**src/imr_pkg.sv**
```systemverilog
// Shared types and constants for the int16 multiply-requantize block.
// No dependencies.
package imr_pkg;

    localparam int CFG_INDEX_W = 2;
    localparam int CFG_DATA_W  = 32;
    localparam int LATENCY     = 5;

    localparam logic [CFG_INDEX_W-1:0] REG_MODE  = 2'd0;
    localparam logic [CFG_INDEX_W-1:0] REG_MULT  = 2'd1;
    localparam logic [CFG_INDEX_W-1:0] REG_SHIFT = 2'd2;
    localparam logic [CFG_INDEX_W-1:0] REG_ZP    = 2'd3;

    localparam logic               MODE_SHIFT16 = 1'b0;
    localparam logic               MODE_MULT8   = 1'b1;
    localparam logic signed [31:0] MULT_RESET   = 32'sh4000_0000;

    typedef struct packed {
        logic signed [15:0] lhs;
        logic signed [15:0] rhs;
        logic               last_in;
    } operand_t;

    typedef struct packed {
        logic signed [15:0] product_out;
        logic               last_out;
    } result_t;

endpackage

```
**src/int16_multiply_requantize.sv**
```systemverilog
// Top level of the int16 multiply-requantize block: five-stage pipeline.
// Depends on imr_pkg.
//
// One element pair is taken on every cycle that start is high; busy never rises.
// Each result appears on result with result_valid high for exactly one cycle,
// in the order its operands were taken. Stages: 16x16 multiply,
// rounding shift or wrapping left shift, 32x32 Q31 multiply, rounding right
// shift, zero point add and saturate. cfg_ready is always high; write the
// registers only while no results are outstanding.
module int16_multiply_requantize (
    input  logic                              clk,
    input  logic                              rst_n,
    input  logic                              start,
    output logic                              busy,
    input  imr_pkg::operand_t                 operand,
    output logic                              result_valid,
    output imr_pkg::result_t                  result,
    input  logic                              cfg_valid,
    output logic                              cfg_ready,
    input  logic [imr_pkg::CFG_INDEX_W-1:0]   cfg_index,
    input  logic [imr_pkg::CFG_DATA_W-1:0]    cfg_data
);
    import imr_pkg::*;

    logic               mode_reg;
    logic signed [31:0] mult_reg;
    logic signed [5:0]  shift_reg;
    logic signed [7:0]  zp_reg;

    logic               v1_reg, v2_reg, v3_reg, v4_reg, v5_reg;
    logic               l1_reg, l2_reg, l3_reg, l4_reg, l5_reg;
    logic               m1_reg, m2_reg, m3_reg, m4_reg;
    logic signed [31:0] p1_reg;
    logic signed [31:0] x2_reg, x2_next;
    logic signed [15:0] r2_reg, r2_next, r3_reg, r4_reg;
    logic signed [63:0] mul3_reg, mul3_next;
    logic               sat3_reg;
    logic signed [31:0] q4_reg, q4_next;
    result_t            out_reg, out_next;

    logic [4:0]         s0;
    logic signed [32:0] rnd0, sum0, shr0;
    logic [4:0]         left;
    logic [5:0]         neg_shift;
    logic [4:0]         right;
    logic signed [63:0] sum64;
    logic signed [31:0] q;
    logic signed [32:0] rnd1, sum1, shr1;
    logic signed [31:0] w5;

    assign busy      = 1'b0;
    assign cfg_ready = 1'b1;

    always_ff @(posedge clk or negedge rst_n)
    begin
        if (!rst_n)
        begin
            mode_reg  <= MODE_SHIFT16;
            mult_reg  <= MULT_RESET;
            shift_reg <= 6'sd0;
            zp_reg    <= 8'sd0;
        end
        else if (cfg_valid && cfg_ready)
        begin
            case (cfg_index)
                REG_MODE:  mode_reg  <= cfg_data[0];
                REG_MULT:  mult_reg  <= cfg_data[31:0];
                REG_SHIFT: shift_reg <= cfg_data[5:0];
                REG_ZP:    zp_reg    <= cfg_data[7:0];
                default:   ;
            endcase
        end
    end

    always_comb
    begin
        s0      = shift_reg[4:0];
        rnd0    = (s0 == 5'd0) ? 33'sd0 : (33'sd1 <<< (s0 - 5'd1));
        sum0    = {p1_reg[31], p1_reg} + rnd0;
        shr0    = sum0 >>> s0;
        if (shr0 > 33'sd32767)
            r2_next = 16'sh7FFF;
        else if (shr0 < -33'sd32768)
            r2_next = 16'sh8000;
        else
            r2_next = shr0[15:0];
        left    = shift_reg[5] ? 5'd0 : shift_reg[4:0];
        x2_next = p1_reg << left;
    end

    assign mul3_next = 64'(x2_reg) * 64'(mult_reg);

    always_comb
    begin
        neg_shift = 6'd0 - shift_reg;
        right     = shift_reg[5] ? neg_shift[4:0] : 5'd0;
        sum64     = mul3_reg + 64'sh0000_0000_4000_0000;
        q         = sat3_reg ? 32'sh7FFF_FFFF : sum64[62:31];
        rnd1      = (right == 5'd0) ? 33'sd0 : (33'sd1 <<< (right - 5'd1));
        sum1      = {q[31], q} + rnd1;
        shr1      = sum1 >>> right;
        q4_next   = shr1[31:0];
    end

    always_comb
    begin
        w5 = q4_reg + {{24{zp_reg[7]}}, zp_reg};
        out_next.last_out = l4_reg;
        if (m4_reg == MODE_SHIFT16)
            out_next.product_out = r4_reg;
        else if (w5 > 32'sd127)
            out_next.product_out = 16'sd127;
        else if (w5 < -32'sd128)
            out_next.product_out = -16'sd128;
        else
            out_next.product_out = w5[15:0];
    end

    always_ff @(posedge clk or negedge rst_n)
    begin
        if (!rst_n)
        begin
            v1_reg <= 1'b0;
            v2_reg <= 1'b0;
            v3_reg <= 1'b0;
            v4_reg <= 1'b0;
            v5_reg <= 1'b0;
        end
        else
        begin
            v1_reg <= start && !busy;
            v2_reg <= v1_reg;
            v3_reg <= v2_reg;
            v4_reg <= v3_reg;
            v5_reg <= v4_reg;
        end
    end

    always_ff @(posedge clk)
    begin
        p1_reg   <= 32'(operand.lhs) * 32'(operand.rhs);
        l1_reg   <= operand.last_in;
        m1_reg   <= mode_reg;
        x2_reg   <= x2_next;
        r2_reg   <= r2_next;
        l2_reg   <= l1_reg;
        m2_reg   <= m1_reg;
        mul3_reg <= mul3_next;
        sat3_reg <= (x2_reg == 32'sh8000_0000) && (mult_reg == 32'sh8000_0000);
        r3_reg   <= r2_reg;
        l3_reg   <= l2_reg;
        m3_reg   <= m2_reg;
        q4_reg   <= q4_next;
        r4_reg   <= r3_reg;
        l4_reg   <= l3_reg;
        m4_reg   <= m3_reg;
        out_reg  <= out_next;
        l5_reg   <= l4_reg;
    end

    assign result_valid = v5_reg;

    always_comb
    begin
        result          = out_reg;
        result.last_out = l5_reg;
    end

endmodule

```
**config.mk**
```make
export PLATFORM = sky130hd
export DESIGN_NAME = int16_multiply_requantize
export DESIGN_NICKNAME = d
export VERILOG_FILES = /design/src/imr_pkg.sv /design/src/int16_multiply_requantize.sv
export SDC_FILE = /design/constraint.sdc
export NUM_CORES = 2
export LEC_CHECK = 0
export BUFFER_PORTS_ARGS = -buffer_cell sky130_fd_sc_hd__buf_2
export CAP_MARGIN = 40
export CORE_ASPECT_RATIO = 1.2
export CORE_MARGIN = 4
export CORE_UTILIZATION = 35
export DETAILED_ROUTE_END_ITERATION = 6
export GPL_TIMING_DRIVEN = 0
export HOLD_SLACK_MARGIN = 0.08
export MAX_ROUTING_LAYER = met4
export PLACE_DENSITY = 0.55
export SETUP_SLACK_MARGIN = 0.15
export SYNTH_ARGS = -nofsm -noshare
export SYNTH_HDL_FRONTEND = slang
export SYNTH_SLANG_ARGS = --single-unit
```
**constraint.sdc**
```tcl
create_clock -name clk -period 13.75 [get_ports clk]
set_input_delay 1.375 -clock clk [delete_from_list [all_inputs] [get_ports clk]]
set_output_delay 1.375 -clock clk [all_outputs]
set_load 0.02 [all_outputs]
```
Word level (Yosys, flattened, before mapping)
Cells that the tools add are included.

word-level totals
  register bits after elaboration = 285
  bits of input ports = 71
  output and inout bits = 20
  word-level logic and storage cells = 67

cells by class
  add/subtract/negate cells = 7
  $mul = 2
  order comparisons = 4
  equal/unequal tests = 5
  shift-type cells = 5
  mux-type cells = 9
  reductions and logical operators = 8

operator list
  operator                                                                 number
  33-bit adder                                                             2
  33-bit 2-to-1 mux                                                        2
  2-bit by 5-bit <<< shifter with 33-bit output (first input constant)     2
  32-bit equality test (second input constant)                             2
  16-bit 2-to-1 mux                                                        4
  63-bit by 32-bit adder with 63-bit output (second input constant)        1
  32-bit by 32-bit multiplier with 63-bit output                           1
  33-bit by 16-bit > comparator with 1-bit output (second input constant)  1
  33-bit by 16-bit < comparator with 1-bit output (second input constant)  1
  33-bit by 5-bit >>> shifter with 32-bit output                           1
  33-bit by 5-bit >>> shifter with 33-bit output                           1
  32-bit adder                                                             1
  32-bit by 8-bit > comparator with 1-bit output (second input constant)   1
  32-bit by 8-bit < comparator with 1-bit output (second input constant)   1
  16-bit by 16-bit multiplier with 32-bit output                           1
  32-bit 2-to-1 mux                                                        1
  32-bit by 5-bit left shift with 32-bit output                            1
  5-bit logical NOT                                                        2
  5-bit 2-to-1 mux                                                         2
  5-bit by 1-bit subtractor with 5-bit output (second input constant)      2
  2-bit AND reduction                                                      4
  1-bit by 5-bit subtractor with 5-bit output (first input constant)       1
  2-bit equality test (second input constant)                              2
  2-bit by 1-bit equality test with 1-bit output (second input constant)   1
  other kinds (2)                                                          2

Logic depth before layout (Yosys ltp)
  word-level depth = 7
  mapped depth = 31

Least setup slack after synthesis
OpenSTA, ideal clock, no wires.

  path type = flip-flop to flip-flop
  start = register mult_reg[2]
  end = register mul3_reg[40]
  arrival = 7.853 ns
  data required time = 13.678 ns
  path slack = 5.825 ns
  stages on the path, launching flop included = 31
  clock period less this slack = 7.925 ns
  cells stage by stage = dfrtp_1 clkbuf_1 clkbuf_1 nand2_1 fa_1 fa_1 fa_1 fa_1 inv_1 fa_1 inv_1 fa_1 inv_1 fa_1 inv_1 fa_1 inv_1 ha_1 and2_1 a221o_1 nor4_1 a211oi_1 a211oi_1 a211oi_1 or2_2 a31o_2 and2_1 o21ai_0 nand2b_1 a21oi_1 xnor2_1

on the way
  cells in the longest elaborated chain, start to end = 1

ends and longest elaborated chain
  element                                         line                              RTL
  start, declared                                 int16_multiply_requantize.sv:26   logic signed [31:0] mult_reg;
  start signal, assigned                          int16_multiply_requantize.sv:67   REG_MULT: mult_reg <= cfg_data[31:0];
  32-bit by 32-bit multiplier with 63-bit output  int16_multiply_requantize.sv:91   assign mul3_next = 64'(x2_reg) * 64'(mult_reg);
  net mul3_next[40]                               int16_multiply_requantize.sv:36   logic signed [63:0] mul3_reg, mul3_next;
  end signal, assigned                            int16_multiply_requantize.sv:148  mul3_reg <= mul3_next;
  end, declared                                   int16_multiply_requantize.sv:36

The timed path passes the listed nets, and every way through them passes these cells.
A chain may end at the register's enable or synchronous reset.

Final worst setup path
  start = register mult_reg[2]
  end = register mul3_reg[61]

Same word-level chain as after synthesis.

==> results.toml <==
[clock_tree]
clk_latency_ns = 0.63
cts_resized = 0
cts_tree = "built"
clkSlewWorstSetupHoldPaths_ns = 0.06
clk_path_buf_depth = 3
htreeDepth = 2
cts.sinks = 255
ctsHoldBuffers = 0
root_buffer = "clkbuf_16"
cts_made_buffers = 34
cts_setup_buffers = 0

[placed_design]
dp_hpwl_mm = 204
portBuffers = 88
place.gp.congestion = 1.04
dp_worst_setup_slack_ns = 2.72
placed_cell_area_um2 = 67700

[floorplanning]
start_util_pct = 35.3
die_x_um = 396
die-area_um2 = 188000
rows = 170
coreArea_um2 = 179000
ioPinCount = 91
die_h_um = 474

[finish]
largest_reg_flops = 33
layout-drive-gt1-share_pct = 5.37
fin_area_um2 = 69000
fill_cells = 18300
nets = 9007
syn_to_final_growth_pct = 9.03
utilization_pct = 38.5

[synth]
synthDistinctLibCells = 116
netlist_area_um2 = 63300
synth_edf_count = 0
avgSynthCellArea_um2 = 9.01
synth_ff_type = "dfxtp_1"
yosys.area.top_type_share_pct = 42.3
synth_top_area_cell = "fa_1"
async_flop_share_pct = 20.4
ys_ff_latch = 255
synth_area_leaders = "fa_1 42%, inv_1 7.8%, ha_1 7.2%, dfxtp_1 6.4%, and2_1 6.2%"
synthCells = 7024
seq_area_frac_synth_pct = 8.48
yosysWarnings = 0

[detailed_routing]
wl_per_cell_um = 24.9
vias = 51000
wl_mm = 241
final_antenna_net_count = 0
dr.pass1.iters = 5
via_per_inst = 5.27
drtIter0Drc = 3782
drc = 0

[job]
drv_cap = 0

[timing]
setup_viol = 0
hold_violations = 0
fin_ws_ns = 2.72
tightest_slew_ns = 1.02
rsz0062_at_grt = "false"
fmax_ghz = 0.0906
maxSlewViolCount = 0
period_minus_slack_ns = 11.03
period_share_pct = 80.2
tns_ns = 0
relSlewSlack_pct = 31.9
fin_skew_ns = 0.0701

[worst_setup_path]
arrival_ns = 11.45
r2r_cells = 32
start_kind = "flip-flop"
cp_slowest_cell = "clkbuf_1"
cpPeakStageDelay_ns = 0.74
cp_max_fo = 10
critical_path_class = "reg -> reg"
cp-end-kind = "flip-flop"
crit_required_ns = 14.17
cp_common_cell = "fa_1"

[grt]
grt_pass1_wl_mm = 359
overflow = 0
grt_max_degree = 39
grt_use_total_pct = 26.6
grt_pass1_vias = 54800
antenna_found_initial = 18

[outcome]
status = "complete, no violations"

[min_path]
hp-class = "reg -> reg"
holdPathStages = 0
## critical path, delay by kind of cell, from the launching register on
family                   cells  cell delay [ns]
AND/OR/NAND/NOR              6             1.38
XOR/XNOR                     1             0.34
AO/OA/AOI/OAI                7             2.34
buffers and inverters        9             1.94
adder cells (fa/ha/maj)      9             4.55
flip-flops                   1             0.31
## cells in the final DEF (no fill, tap or decap), types with 15 or more instances in the layout
| cell | Yosys | final |
|---|---|---|
| xnor2_1 | 126 | 126 |
| nor4_1 | 35 | 35 |
| nand4_1 | 40 | 40 |
| inv_1 | 1320 | 1320 |
| fa_1 | 1337 | 1337 |
| buf_2 | 8 | 100 |
| o21ai_0 | 143 | 143 |
| o22ai_1 | 21 | 21 |
| a211oi_1 | 58 | 57 |
| mux2i_1 | 125 | 125 |
| or2_2 | 15 | 15 |
| clkbuf_16 | 0 | 36 |
| mux2_2 | 58 | 58 |
| nor3_1 | 89 | 89 |
| a31oi_1 | 30 | 30 |
| a21oi_1 | 177 | 177 |
| o21bai_1 | 31 | 31 |
| and2_1 | 630 | 630 |
| buf_1 | 22 | 23 |
| clkbuf_1 | 329 | 333 |
| buf_6 | 4 | 54 |
| dfxtp_1 | 203 | 203 |
| nand2b_1 | 62 | 62 |
| o21a_1 | 35 | 35 |
| nand2_1 | 863 | 863 |
| o211ai_1 | 37 | 37 |
| o31ai_1 | 17 | 17 |
| dfrtp_1 | 51 | 51 |
| nand3_1 | 96 | 96 |
| and3_1 | 41 | 41 |
| ha_1 | 362 | 362 |
| xor2_1 | 45 | 45 |
| buf_8 | 0 | 26 |
| nor2b_1 | 31 | 31 |
| nor2_1 | 249 | 249 |
| a21o_1 | 64 | 64 |
## logic make-up after synthesis
| group | after synthesis | synth area share [%] |
|---|---|---|
| simple gates | 2217 | 17.4 |
| mux | 189 | 3.22 |
| compound gates | 801 | 8.93 |
| flops | 255 | 8.48 |
| fa+ha+maj | 1699 | 49.5 |
| other cells | 2 | 0.0119 |
| buf+inv | 1690 | 10.1 |
| xor+xnor | 171 | 2.37 |
## metal layers
metal  wire length, um  global-route usage, %
met5                 0                      -
met4             20200                   17.1
met2            117000                   44.7
met3             14900                   3.37
met1             89400                   30.1
## path summary, 6_finish.rpt
kind	startpoint	to	slack (ns)
max	mult_reg[2]	mul3_reg[61]	2.72
min	m3_reg	m4_reg	0.31
max reg2reg	mult_reg[2]	mul3_reg[61]	2.72
min reg2reg	m3_reg	m4_reg	0.31
max in group asynchronous	rst_n	mult_reg[30]	12.42
min in group asynchronous	rst_n	shift_reg[4]	0.67
## cells in the mapped netlist, types with 125 or more instances
cell type,n
fa_1,1337
inv_1,1320
nand2_1,863
and2_1,630
ha_1,362
clkbuf_1,329
nor2_1,249
dfxtp_1,203
a21oi_1,177
o21ai_0,143
xnor2_1,126
mux2i_1,125
## per-stage QoR
step                      std cells  hold slack (ns)
after floorplan                7025            0.310
after global placement         9521            0.310
after detailed placement       9607            0.312
after CTS                      9668            0.311
after global routing           9675            0.324
final                          9679            0.314
## final cells by class
class	count	area, um^2	share of cell area (%)
Clock inverter	17	204	0.296
Timing Repair Buffer	176	1490	2.16
Buffer	368	1440	2.08
Sequential cell	255	5370	7.78
Clock buffer	44	971	1.41
Multi-Input combinational cell	5080	51500	74.7
Tap cell	2408	3010	4.37
Inverter	1322	4960	7.20
Antenna cell	9	22.5	0.0327
Power is left out: the tool's default activity adds up to more than one toggle a clock period on the data nets, which glitch-free logic cannot reach.
